==> src/hw/rtl/fhs_pkg.sv <==
// Package for the fire heat simulation core: sizes, constants, codes and types.
// No dependencies; used by the top level, the remainder unit and the testbench.
`timescale 1ns / 1ps

package fhs_pkg;

    // Ring storage
    localparam int RING_MAX = 256;
    localparam int HEAT_AW  = $clog2(RING_MAX);
    localparam int LEN_W    = 9;

    // Remainder unit: 32-bit dividend, divisor up to RING_MAX
    localparam int DIVD_W    = 32;
    localparam int DIVS_W    = 9;
    localparam int MOD_STEP  = 8;
    localparam int MOD_CHUNK = DIVD_W / MOD_STEP;
    localparam int MOD_CW    = $clog2(MOD_CHUNK);

    // Frame arithmetic
    localparam logic [5:0]  COOL_BASE    = 6'd55;
    localparam logic [13:0] COOL_SCALE   = 14'd40;
    localparam logic [8:0]  SPARK_BASE   = 9'd160;
    localparam logic [8:0]  SPARK_SPAN   = 9'd96;
    localparam logic [19:0] BLUR_RECIP   = 20'd683;
    localparam int          BLUR_SHIFT   = 11;
    localparam logic [7:0]  PAL_LOW      = 8'd85;
    localparam logic [7:0]  PAL_HIGH     = 8'd170;
    localparam logic [7:0]  HEAT_FULL    = 8'd255;

    // Register reset values
    localparam logic [7:0]  COOL_RESET  = 8'd128;
    localparam logic [7:0]  SPARK_RESET = 8'd128;
    localparam logic [8:0]  LEN_RESET   = 9'd200;
    localparam logic [31:0] SEED_RESET  = 32'd2463534242;

    // Item actions
    localparam logic ACT_ADVANCE = 1'b0;
    localparam logic ACT_READ    = 1'b1;

    // Register map, one word each
    typedef enum logic [1:0] {
        CFG_COOLING = 2'd0,
        CFG_SPARK   = 2'd1,
        CFG_LENGTH  = 2'd2,
        CFG_SEED    = 2'd3
    } t_cfg_reg;

    // Sequencer states
    typedef enum logic [4:0] {
        ST_CLEAR,
        ST_IDLE,
        ST_RD_PAL,
        ST_CL_DRAW,
        ST_CL_DIV,
        ST_BL_INIT0,
        ST_BL_INIT1,
        ST_BL_INIT2,
        ST_BL_RD,
        ST_BL_SUM,
        ST_BL_WR,
        ST_SP_DRAWP,
        ST_SP_DIVP,
        ST_SP_DRAWA,
        ST_SP_DIVA,
        ST_RESP
    } t_state;

    // Remainder unit request and response
    typedef struct packed {
        logic              start;
        logic [DIVD_W-1:0] dividend;
        logic [DIVS_W-1:0] divisor;
    } t_mod_req;

    typedef struct packed {
        logic              done;
        logic [DIVS_W-1:0] rem;
    } t_mod_rsp;

endpackage

==> src/hw/rtl/fhs_ram.sv <==
// Generic single-write, single-read RAM with registered read data.
// No dependencies; holds the heat cells of the fire heat simulation core.
`timescale 1ns / 1ps

module fhs_ram #(
    parameter int WIDTH = 8,
    parameter int DEPTH = 256
) (
    input  logic                     i_clk,
    input  logic                     i_we,
    input  logic [$clog2(DEPTH)-1:0] i_waddr,
    input  logic [WIDTH-1:0]         i_wdata,
    input  logic                     i_re,
    input  logic [$clog2(DEPTH)-1:0] i_raddr,
    output logic [WIDTH-1:0]         o_rdata
);

    logic [WIDTH-1:0] r_mem [DEPTH];
    logic [WIDTH-1:0] r_rdata;

    // Write port
    always_ff @(posedge i_clk) begin
        if (i_we) begin
            r_mem[i_waddr] <= i_wdata;
        end
    end

    // Read port, data held until the next read
    always_ff @(posedge i_clk) begin
        if (i_re) begin
            r_rdata <= r_mem[i_raddr];
        end
    end

    assign o_rdata = r_rdata;

endmodule

==> src/hw/rtl/fhs_mod_unit.sv <==
// Shared remainder unit: 32-bit dividend mod 9-bit divisor, eight bits per cycle.
// Depends on fhs_pkg; result valid in the cycle done is high.
`timescale 1ns / 1ps

module fhs_mod_unit (
    input  logic              i_clk,
    input  logic              i_rst_n,
    input  fhs_pkg::t_mod_req i_req,
    output fhs_pkg::t_mod_rsp o_rsp
);

    logic                         r_busy;
    logic                         r_done;
    logic [fhs_pkg::MOD_CW-1:0]   r_cnt;
    logic [fhs_pkg::DIVD_W-1:0]   r_num;
    logic [fhs_pkg::DIVS_W-1:0]   r_div;
    logic [fhs_pkg::DIVS_W-1:0]   r_rem;
    logic [fhs_pkg::DIVD_W-1:0]   n_num;
    logic [fhs_pkg::DIVS_W-1:0]   n_rem;

    // One chunk of restoring remainder steps, MSB first
    always_comb begin
        logic [fhs_pkg::DIVS_W:0]   t;
        logic [fhs_pkg::DIVD_W-1:0] num_v;
        logic [fhs_pkg::DIVS_W-1:0] rem_v;
        num_v = r_num;
        rem_v = r_rem;
        for (int k = 0; k < fhs_pkg::MOD_STEP; k++) begin
            t = {rem_v, num_v[fhs_pkg::DIVD_W-1]};
            num_v = {num_v[fhs_pkg::DIVD_W-2:0], 1'b0};
            if (t >= {1'b0, r_div}) begin
                t = t - {1'b0, r_div};
            end
            rem_v = t[fhs_pkg::DIVS_W-1:0];
        end
        n_num = num_v;
        n_rem = rem_v;
    end

    // Control
    always_ff @(posedge i_clk) begin
        if (!i_rst_n) begin
            r_busy <= 1'b0;
            r_done <= 1'b0;
            r_cnt  <= '0;
        end else begin
            r_done <= 1'b0;
            if (i_req.start) begin
                r_busy <= 1'b1;
                r_cnt  <= '0;
            end else if (r_busy) begin
                r_cnt <= r_cnt + 1'b1;
                if (r_cnt == fhs_pkg::MOD_CW'(fhs_pkg::MOD_CHUNK - 1)) begin
                    r_busy <= 1'b0;
                    r_done <= 1'b1;
                end
            end
        end
    end

    // Datapath
    always_ff @(posedge i_clk) begin
        if (i_req.start) begin
            r_num <= i_req.dividend;
            r_div <= i_req.divisor;
            r_rem <= '0;
        end else if (r_busy) begin
            r_num <= n_num;
            r_rem <= n_rem;
        end
    end

    assign o_rsp.done = r_done;
    assign o_rsp.rem  = r_rem;

endmodule

==> src/hw/rtl/fire_heat_simulation_core.sv <==
// Fire heat simulation core: one heat byte per ring pixel, advanced a frame at a time.
// Depends on fhs_pkg, fhs_ram and fhs_mod_unit.
//
// After reset the core sweeps the heat RAM to zero, one cell a cycle over all RING_MAX
// cells, and takes no item meanwhile; register writes are taken during the sweep.
// Items are handled one at a time. An in-range read passes through ST_RD_PAL, which maps
// the cell to a fire colour, then ST_RESP, which places the result. An advance cools each
// cell, blurs the ring and places each spark, position first. The pace is set by the
// shared remainder unit, which works eight dividend bits a cycle and serves every random
// draw, and by the single read and single write port of the heat RAM. A zero-length
// advance goes straight to ST_RESP.
`timescale 1ns / 1ps

module fire_heat_simulation_core (
    input  logic        i_clk,
    input  logic        i_rst_n,
    // input items
    input  logic        i_in_valid,
    output logic        o_in_stall,
    input  logic        i_action,
    input  logic [7:0]  i_pixel_index,
    // result items
    output logic        o_out_valid,
    input  logic        i_out_stall,
    output logic [7:0]  o_red,
    output logic [7:0]  o_green,
    output logic [7:0]  o_blue,
    output logic        o_index_ok,
    // register port
    input  logic        psel,
    input  logic        penable,
    input  logic        pwrite,
    input  logic [3:0]  paddr,
    input  logic [31:0] pwdata,
    output logic [31:0] prdata,
    output logic        pready
);

    localparam int AW = fhs_pkg::HEAT_AW;
    localparam int LW = fhs_pkg::LEN_W;

    function automatic logic [31:0] xorshift32(input logic [31:0] x);
        logic [31:0] a;
        a = x ^ (x << 13);
        a = a ^ (a >> 17);
        a = a ^ (a << 5);
        return a;
    endfunction

    // Registers
    logic [7:0]        r_cooling;
    logic [7:0]        r_spark_rate;
    logic [LW-1:0]     r_ring_length;
    logic [31:0]       r_seed;

    fhs_pkg::t_state   r_state, n_state;
    logic [AW-1:0]     r_idx, n_idx;
    logic [7:0]        r_left, n_left;
    logic [7:0]        r_cur, n_cur;
    logic [7:0]        r_next, n_next;
    logic [7:0]        r_new0, n_new0;
    logic [19:0]       r_prod, n_prod;
    logic [AW-1:0]     r_pos, n_pos;
    logic [1:0]        r_spk_cnt, n_spk_cnt;
    logic [31:0]       r_prng, n_prng;
    logic [7:0]        r_res_red, n_res_red;
    logic [7:0]        r_res_green, n_res_green;
    logic [7:0]        r_res_blue, n_res_blue;
    logic              r_res_ok, n_res_ok;
    logic              r_out_valid, n_out_valid;
    logic [7:0]        r_out_red, n_out_red;
    logic [7:0]        r_out_green, n_out_green;
    logic [7:0]        r_out_blue, n_out_blue;
    logic              r_out_ok, n_out_ok;

    // Heat RAM and remainder unit hookup
    logic              mem_we;
    logic [AW-1:0]     mem_waddr;
    logic [7:0]        mem_wdata;
    logic              mem_re;
    logic [AW-1:0]     mem_raddr;
    logic [7:0]        mem_rdata;
    fhs_pkg::t_mod_req mod_req;
    fhs_pkg::t_mod_rsp mod_rsp;

    // Derived values
    logic              cfg_wr;
    logic [LW-1:0]     act_len;
    logic [LW-1:0]     len_m1;
    logic [31:0]       prng_step;
    logic [13:0]       cool_prod;
    logic [14:0]       cool_q;
    logic [5:0]        cool;
    logic [LW-1:0]     cool_div;
    logic              in_accept;
    logic              out_free;

    fhs_ram #(
        .WIDTH (8),
        .DEPTH (fhs_pkg::RING_MAX)
    ) u_heat_ram (
        .i_clk   (i_clk),
        .i_we    (mem_we),
        .i_waddr (mem_waddr),
        .i_wdata (mem_wdata),
        .i_re    (mem_re),
        .i_raddr (mem_raddr),
        .o_rdata (mem_rdata)
    );

    fhs_mod_unit u_mod (
        .i_clk   (i_clk),
        .i_rst_n (i_rst_n),
        .i_req   (mod_req),
        .o_rsp   (mod_rsp)
    );

    // Register port
    assign cfg_wr = psel && penable && pwrite;
    assign pready = 1'b1;

    always_ff @(posedge i_clk) begin
        if (!i_rst_n) begin
            r_cooling     <= fhs_pkg::COOL_RESET;
            r_spark_rate  <= fhs_pkg::SPARK_RESET;
            r_ring_length <= fhs_pkg::LEN_RESET;
            r_seed        <= fhs_pkg::SEED_RESET;
        end else if (cfg_wr) begin
            unique case (fhs_pkg::t_cfg_reg'(paddr[3:2]))
                fhs_pkg::CFG_COOLING: r_cooling     <= pwdata[7:0];
                fhs_pkg::CFG_SPARK:   r_spark_rate  <= pwdata[7:0];
                fhs_pkg::CFG_LENGTH:  r_ring_length <= pwdata[LW-1:0];
                fhs_pkg::CFG_SEED:    r_seed        <= pwdata;
            endcase
        end
    end

    always_comb begin
        unique case (fhs_pkg::t_cfg_reg'(paddr[3:2]))
            fhs_pkg::CFG_COOLING: prdata = {24'd0, r_cooling};
            fhs_pkg::CFG_SPARK:   prdata = {24'd0, r_spark_rate};
            fhs_pkg::CFG_LENGTH:  prdata = {{(32 - LW){1'b0}}, r_ring_length};
            fhs_pkg::CFG_SEED:    prdata = r_seed;
        endcase
    end

    // Active length, cooling divisor (cool = 55 - x/255 with x = intensity*40)
    assign act_len   = (r_ring_length > LW'(fhs_pkg::RING_MAX)) ?
                       LW'(fhs_pkg::RING_MAX) : r_ring_length;
    assign len_m1    = act_len - 1'b1;
    assign prng_step = xorshift32(r_prng);
    assign cool_prod = 14'(r_cooling) * fhs_pkg::COOL_SCALE;
    assign cool_q    = 15'(cool_prod) + 15'd1 + 15'(cool_prod >> 8);
    assign cool      = fhs_pkg::COOL_BASE - cool_q[13:8];
    assign cool_div  = LW'(cool) + 1'b1;

    // Handshakes
    assign o_in_stall = (r_state != fhs_pkg::ST_IDLE);
    assign in_accept  = i_in_valid && !o_in_stall;
    assign out_free   = !r_out_valid || !i_out_stall;

    // Sequencer: next state, RAM and remainder unit control
    always_comb begin
        logic [8:0] spark_v;
        logic [9:0] blur_sum;
        logic [7:0] right_v;
        logic [7:0] blur_new;

        n_state     = r_state;
        n_idx       = r_idx;
        n_left      = r_left;
        n_cur       = r_cur;
        n_next      = r_next;
        n_new0      = r_new0;
        n_prod      = r_prod;
        n_pos       = r_pos;
        n_spk_cnt   = r_spk_cnt;
        n_prng      = r_prng;
        n_res_red   = r_res_red;
        n_res_green = r_res_green;
        n_res_blue  = r_res_blue;
        n_res_ok    = r_res_ok;
        n_out_valid = r_out_valid && i_out_stall;
        n_out_red   = r_out_red;
        n_out_green = r_out_green;
        n_out_blue  = r_out_blue;
        n_out_ok    = r_out_ok;

        mem_we   = 1'b0;
        mem_waddr = r_idx;
        mem_wdata = '0;
        mem_re    = 1'b0;
        mem_raddr = r_idx;
        mod_req.start    = 1'b0;
        mod_req.dividend = prng_step;
        mod_req.divisor  = cool_div;

        spark_v  = 9'({1'b0, mem_rdata} + fhs_pkg::SPARK_BASE + mod_rsp.rem);
        right_v  = mem_rdata;
        blur_sum = '0;
        blur_new = r_prod[fhs_pkg::BLUR_SHIFT +: 8];

        unique case (r_state)
            // zero the heat cells after reset
            fhs_pkg::ST_CLEAR: begin
                mem_we    = 1'b1;
                mem_waddr = r_idx;
                n_idx     = r_idx + 1'b1;
                if (r_idx == AW'(fhs_pkg::RING_MAX - 1)) begin
                    n_state = fhs_pkg::ST_IDLE;
                end
            end

            fhs_pkg::ST_IDLE: begin
                if (in_accept) begin
                    n_res_red   = '0;
                    n_res_green = '0;
                    n_res_blue  = '0;
                    n_res_ok    = 1'b0;
                    n_idx       = '0;
                    if (i_action == fhs_pkg::ACT_READ) begin
                        if (LW'(i_pixel_index) < act_len) begin
                            mem_re    = 1'b1;
                            mem_raddr = AW'(i_pixel_index);
                            n_state   = fhs_pkg::ST_RD_PAL;
                        end else begin
                            n_state = fhs_pkg::ST_RESP;
                        end
                    end else if (act_len == '0) begin
                        n_state = fhs_pkg::ST_RESP;
                    end else begin
                        n_state = fhs_pkg::ST_CL_DRAW;
                    end
                end
            end

            // fire palette of the cell just read
            fhs_pkg::ST_RD_PAL: begin
                n_res_ok = 1'b1;
                if (mem_rdata < fhs_pkg::PAL_LOW) begin
                    n_res_red = 8'(mem_rdata * 8'd3);
                end else if (mem_rdata < fhs_pkg::PAL_HIGH) begin
                    n_res_red   = fhs_pkg::HEAT_FULL;
                    n_res_green = 8'((mem_rdata - fhs_pkg::PAL_LOW) * 8'd3);
                end else begin
                    n_res_red   = fhs_pkg::HEAT_FULL;
                    n_res_green = fhs_pkg::HEAT_FULL;
                    n_res_blue  = 8'((mem_rdata - fhs_pkg::PAL_HIGH) * 8'd3);
                end
                n_state = fhs_pkg::ST_RESP;
            end

            // cooling: draw, reduce mod (cool+1), subtract with floor at zero
            fhs_pkg::ST_CL_DRAW: begin
                n_prng           = prng_step;
                mod_req.start    = 1'b1;
                mod_req.dividend = prng_step;
                mod_req.divisor  = cool_div;
                mem_re           = 1'b1;
                mem_raddr        = r_idx;
                n_state          = fhs_pkg::ST_CL_DIV;
            end

            fhs_pkg::ST_CL_DIV: begin
                if (mod_rsp.done) begin
                    mem_we    = 1'b1;
                    mem_waddr = r_idx;
                    mem_wdata = ({1'b0, mem_rdata} > mod_rsp.rem) ?
                                (mem_rdata - mod_rsp.rem[7:0]) : 8'd0;
                    if (LW'(r_idx) == len_m1) begin
                        n_state = fhs_pkg::ST_BL_INIT0;
                    end else begin
                        n_idx   = r_idx + 1'b1;
                        n_state = fhs_pkg::ST_CL_DRAW;
                    end
                end
            end

            // blur: prime the window with the last cell and cell zero
            fhs_pkg::ST_BL_INIT0: begin
                mem_re    = 1'b1;
                mem_raddr = AW'(len_m1);
                n_state   = fhs_pkg::ST_BL_INIT1;
            end

            fhs_pkg::ST_BL_INIT1: begin
                n_left    = mem_rdata;
                mem_re    = 1'b1;
                mem_raddr = '0;
                n_state   = fhs_pkg::ST_BL_INIT2;
            end

            fhs_pkg::ST_BL_INIT2: begin
                n_cur   = mem_rdata;
                n_idx   = '0;
                n_state = fhs_pkg::ST_BL_RD;
            end

            fhs_pkg::ST_BL_RD: begin
                if (LW'(r_idx) != len_m1) begin
                    mem_re    = 1'b1;
                    mem_raddr = r_idx + 1'b1;
                end
                n_state = fhs_pkg::ST_BL_SUM;
            end

            // last cell wraps to the already blurred cell zero (or itself when L is 1)
            fhs_pkg::ST_BL_SUM: begin
                if (LW'(r_idx) == len_m1) begin
                    right_v = (r_idx == '0) ? r_cur : r_new0;
                end
                n_next   = right_v;
                blur_sum = 10'(r_left) + 10'(r_cur) + 10'(right_v);
                n_prod   = 20'(blur_sum) * fhs_pkg::BLUR_RECIP;
                n_state  = fhs_pkg::ST_BL_WR;
            end

            fhs_pkg::ST_BL_WR: begin
                mem_we    = 1'b1;
                mem_waddr = r_idx;
                mem_wdata = blur_new;
                n_left    = blur_new;
                n_cur     = r_next;
                if (r_idx == '0) begin
                    n_new0 = blur_new;
                end
                if (LW'(r_idx) == len_m1) begin
                    n_spk_cnt = r_spark_rate[7:6];
                    n_state   = fhs_pkg::ST_SP_DRAWP;
                end else begin
                    n_idx   = r_idx + 1'b1;
                    n_state = fhs_pkg::ST_BL_RD;
                end
            end

            // sparks: position first, then amount
            fhs_pkg::ST_SP_DRAWP: begin
                n_prng           = prng_step;
                mod_req.start    = 1'b1;
                mod_req.dividend = prng_step;
                mod_req.divisor  = act_len;
                n_state          = fhs_pkg::ST_SP_DIVP;
            end

            fhs_pkg::ST_SP_DIVP: begin
                if (mod_rsp.done) begin
                    n_pos   = mod_rsp.rem[AW-1:0];
                    n_state = fhs_pkg::ST_SP_DRAWA;
                end
            end

            fhs_pkg::ST_SP_DRAWA: begin
                n_prng           = prng_step;
                mod_req.start    = 1'b1;
                mod_req.dividend = prng_step;
                mod_req.divisor  = fhs_pkg::SPARK_SPAN;
                mem_re           = 1'b1;
                mem_raddr        = r_pos;
                n_state          = fhs_pkg::ST_SP_DIVA;
            end

            fhs_pkg::ST_SP_DIVA: begin
                if (mod_rsp.done) begin
                    mem_we    = 1'b1;
                    mem_waddr = r_pos;
                    mem_wdata = spark_v[8] ? fhs_pkg::HEAT_FULL : spark_v[7:0];
                    if (r_spk_cnt == '0) begin
                        n_res_ok = 1'b1;
                        n_state  = fhs_pkg::ST_RESP;
                    end else begin
                        n_spk_cnt = r_spk_cnt - 1'b1;
                        n_state   = fhs_pkg::ST_SP_DRAWP;
                    end
                end
            end

            // hand the result to the output register once it is free
            fhs_pkg::ST_RESP: begin
                if (out_free) begin
                    n_out_valid = 1'b1;
                    n_out_red   = r_res_red;
                    n_out_green = r_res_green;
                    n_out_blue  = r_res_blue;
                    n_out_ok    = r_res_ok;
                    n_state     = fhs_pkg::ST_IDLE;
                end
            end

            default: begin
                n_state = fhs_pkg::ST_IDLE;
            end
        endcase

        // a seed write reloads the generator
        if (cfg_wr && (fhs_pkg::t_cfg_reg'(paddr[3:2]) == fhs_pkg::CFG_SEED)) begin
            n_prng = pwdata;
        end
    end

    // Control registers
    always_ff @(posedge i_clk) begin
        if (!i_rst_n) begin
            r_state     <= fhs_pkg::ST_CLEAR;
            r_idx       <= '0;
            r_spk_cnt   <= '0;
            r_prng      <= fhs_pkg::SEED_RESET;
            r_out_valid <= 1'b0;
        end else begin
            r_state     <= n_state;
            r_idx       <= n_idx;
            r_spk_cnt   <= n_spk_cnt;
            r_prng      <= n_prng;
            r_out_valid <= n_out_valid;
        end
    end

    // Datapath registers
    always_ff @(posedge i_clk) begin
        r_left      <= n_left;
        r_cur       <= n_cur;
        r_next      <= n_next;
        r_new0      <= n_new0;
        r_prod      <= n_prod;
        r_pos       <= n_pos;
        r_res_red   <= n_res_red;
        r_res_green <= n_res_green;
        r_res_blue  <= n_res_blue;
        r_res_ok    <= n_res_ok;
        r_out_red   <= n_out_red;
        r_out_green <= n_out_green;
        r_out_blue  <= n_out_blue;
        r_out_ok    <= n_out_ok;
    end

    assign o_out_valid = r_out_valid;
    assign o_red       = r_out_red;
    assign o_green     = r_out_green;
    assign o_blue      = r_out_blue;
    assign o_index_ok  = r_out_ok;

endmodule

==> config.mk <==
export PLATFORM = sky130hd
export DESIGN_NAME = fire_heat_simulation_core
export DESIGN_NICKNAME = d
export VERILOG_FILES = /design/src/hw/rtl/fhs_pkg.sv /design/src/hw/rtl/fhs_ram.sv /design/src/hw/rtl/fhs_mod_unit.sv /design/src/hw/rtl/fire_heat_simulation_core.sv
export SDC_FILE = /design/constraint.sdc
export NUM_CORES = 2
export LEC_CHECK = 0
export BUFFER_PORTS_ARGS = -buffer_cell sky130_fd_sc_hd__clkbuf_2
export CAP_MARGIN = 15
export CORE_ASPECT_RATIO = 1.2
export CORE_MARGIN = 5
export CORE_UTILIZATION = 28
export CTS_CLUSTER_SIZE = 10
export DETAILED_ROUTE_END_ITERATION = 10
export PLACE_DENSITY_LB_ADDON = 0.05
export SLEW_MARGIN = 30
export SYNTH_ARGS = -nofsm -noshare
export SYNTH_HDL_FRONTEND = slang
export SYNTH_SLANG_ARGS = --single-unit
==> constraint.sdc <==
create_clock -name i_clk -period 20.2 [get_ports i_clk]
set_input_delay 3.03 -clock i_clk [delete_from_list [all_inputs] [get_ports i_clk]]
set_output_delay 3.03 -clock i_clk [all_outputs]
set_load 0.01 [all_outputs]
==> summary.txt <==
Outcome
  – Status: finished, final reports clean

Clock tree
  – Sink Count: 2312
  – Total CTS buffers: 280
  – Clock root cell: clkbuf_16
  – CTS tree: built
  – Clk Latency, worst-skew pair: 900 ps
  – Worst-path clk slew: 60 ps
  – Hold Buf Count CTS: 0
  – H-tree depth: 5
  – Cells resized by post-CTS repair: 0
  – Worst-case clock buffer depth: 4
  – Post-CTS setup buffers: 0

Hold path
  – Hold Path End: o_red[0]
  – Hold Path Stages: 0
  – Min-delay src: r_res_red[0]
  – Hold WC Path Type: reg -> reg

Worst setup path
  – CP max stage cell: edfxtp_1
  – Crit-path max cell delay: 560 ps
  – Critical path arrival: 19170 ps
  – Critical R2R Launch: u_mod.r_div[1]
  – Reg2reg end: u_mod.r_rem[4]
  – Top cell by count, worst path: a21oi_1
  – CP endpoint kind: flip-flop
  – Worst r2r path cells: 78
  – Reg-to-reg slack, setup: 1800 ps
  – Worst Path Class, Setup: reg -> reg
  – Crit-path max FO: 11
  – Critical path required time: around 21000 ps
  – Startpoint type of the worst setup path: flip-flop
  – Crit path launch: u_mod.r_div[1]

Placed design
  – Post-DP HPWL: 254300 um
  – Port bufs: ~110
  – GPL Wtd Cong: 0.8050

Timing
  – Final number of setup-violating endpoints: 0
  – RSZ-0062 raised after global routing: false
  – Final Cycle Share: 91.07%
  – TNS Setup: 0 ps
  – Peak Freq: 54.36 MHz
  – Final hold vios: 0
  – Worst-Margin Slew: 1085 ps
  – Clock Skew: 56.83 ps
  – Final Max Slew Viols: 0
  – Max-slew headroom: approximately 27%
  – Post-layout min period: 18400 ps

Die
  – Die ar.: a little under 0.4 mm2
  – Core area: 0.3734 mm2
  – Die height: 680.2 um
  – I/O pin cnt: 112
  – Starting density of the core: 28.07%
  – Die width: 568.5 um
  – # rows: 246

GRT
  – Number of global-route vias before repair: 70920
  – Initial antenna violation count: 31
  – Largest net degree at the start of global routing: ~160
  – Total gr overflow: 0
  – Total Routing Usage GR: 20.72%
  – Global-route wire length before repair: 577600 um

Synthesis
  – Mean Syn Cell Area: 11.92 um2
  – Syn Nets: 9104
  – Gate Count Post-Synth: 8788
  – Post-synth EDFFs: 2195
  – Synth area leaders: edfxtp_1, nand2_1, nand3_1, ha_1, dfxtp_1
  – Ys flop type: edfxtp_1
  – Unique cell type count in the Yosys netlist: 93
  – YS warnings: 0
  – Synth area leader: edfxtp_1
  – Fraction of registers with async set/reset: 0%
  – Mapped Area: 0.1048 mm2
  – FF+latch count, synth: 2312
  – Sequential share of the synthesized area: 65.13%
  – Synth top area share: a little over three fifths

Detailed routing
  – 1st-iter DRT viols: 5458
  – DRT antenna net count: 0
  – Per-cell routed wire length: 29.65 um
  – Drc violations: 0
  – Routed vias: ~71000
  – Drt total wl: 413200 um
  – Pre-Repair DR Iteration Count: 5
  – Via/cell ratio: 5.118

Cells and area
  – Commonest non-fill, non-tap cell in the layout: edfxtp_1
  – Final net count: 9171
  – Area growth syn-to-layout: 14.06%
  – Layout cells sized above 1: 9.546%
  – Most frequent cells in the layout: edfxtp_1, nand2_1, nand3_1, nor2_1, clkbuf_16

Job
  – Maximum capacitance violations: 0
Yosys cell counts (48+ instances only):
| cell | n |
|---|---|
| edfxtp_1 | 2195 |
| nand2_1 | 1997 |
| nand3_1 | 766 |
| nor2_1 | 452 |
| inv_1 | 252 |
| clkbuf_1 | 241 |
| buf_2 | 231 |
| ha_1 | 221 |
| a21oi_1 | 202 |
| a311oi_1 | 189 |
| xnor2_1 | 160 |
| o21ai_0 | 146 |
| a31oi_1 | 140 |
| mux2i_1 | 137 |
| a211oi_1 | 136 |
| a41oi_1 | 117 |
| dfxtp_1 | 117 |
| and3_1 | 104 |
| nand4_1 | 97 |
| xor2_1 | 66 |
| a21o_1 | 60 |
| nor3_1 | 52 |
| buf_1 | 48 |
critical path, delay by kind of cell, from the launching register on:
kind | cells | cell delay (ps)
compound gates | 38 | 8370
fa+ha+maj | 8 | 3010
buf+inv | 7 | 1160
flops | 1 | 560
mux | 5 | 1350
simple gates | 20 | 3780
how the worst max path moves through the flow:
stage | end
after floorplan | u_mod.r_rem[4]
after global routing | u_mod.r_rem[5]
after global placement | u_mod.r_rem[4]
after CTS | u_mod.r_rem[4]
after detailed placement | u_mod.r_rem[4]
final | u_mod.r_rem[4]
sequential cells by signal (all words and copies together), names as in the netlist, 9 cells and up:
register and cells:
r_prng 32, r_ring_length 9, r_seed 32, u_heat_ram.r_mem 2048
u_mod.r_div 9, u_mod.r_num 32, u_mod.r_rem 9
metrics by stage:
| stage | hold WS, ps | cells | util, % | area, um2 | worst slack [ps] |
|---|---|---|---|---|---|
| floorplan | 400.3 | 8788 | - | 104800 | 2976 |
| global placement | 409.7 | 13530 | 29.84 | 111400 | 1426 |
| detailed placement | 407.2 | 13530 | 29.87 | 111500 | 1642 |
| CTS | 415.6 | 13930 | 31.99 | 119400 | 1531 |
| global route | 429.7 | 13930 | 32.01 | 119500 | 161.7 |
| finish | 417.2 | 13940 | 32.02 | 119500 | 1804 |
final cells by class:
type                    instances  area [um2]
inverters                     252       945.9
repair buffers                367        2745
flip-flops and latches       2312       68260
clock buffers                 365        7612
diodes                          9       22.52
clock inverters                29       297.8
multi-input cells            5642       33450
fillers                     37340      253800
well taps                    4960        6206
per-layer routing:
| layer | vias to the layer above | wire, um | GRT usage (%) |
|---|---|---|---|
| met5 | - | 0 | 0 |
| met4 | 0 | 10730 | 5.070 |
| met3 | 435 | 16550 | 2.240 |
| met2 | 1770 | 209600 | 36.90 |
| met1 | 36660 | 176300 | 26.90 |
| li1 | 32460 | - | - |
cell families (layout without fill, tap and decap cells):
family / after synthesis / after routing / share of synthesized area, %
AO/OA/AOI/OAI: 1308 / 1308 / 8.941
XOR/XNOR: 226 / 226 / 1.889
adder cells (fa/ha/maj): 264 / 264 / 3.460
buffers and inverters: 834 / 1013 / 3.564
flip-flops: 2312 / 2312 / 65.13
multiplexers: 175 / 175 / 1.806
other: 1 / 10 / 0.003578
AND/OR/NAND/NOR: 3668 / 3668 / 15.20
Power is not shown: default switching activity piles up to over one toggle a cycle in this logic, so the estimate is an artifact.
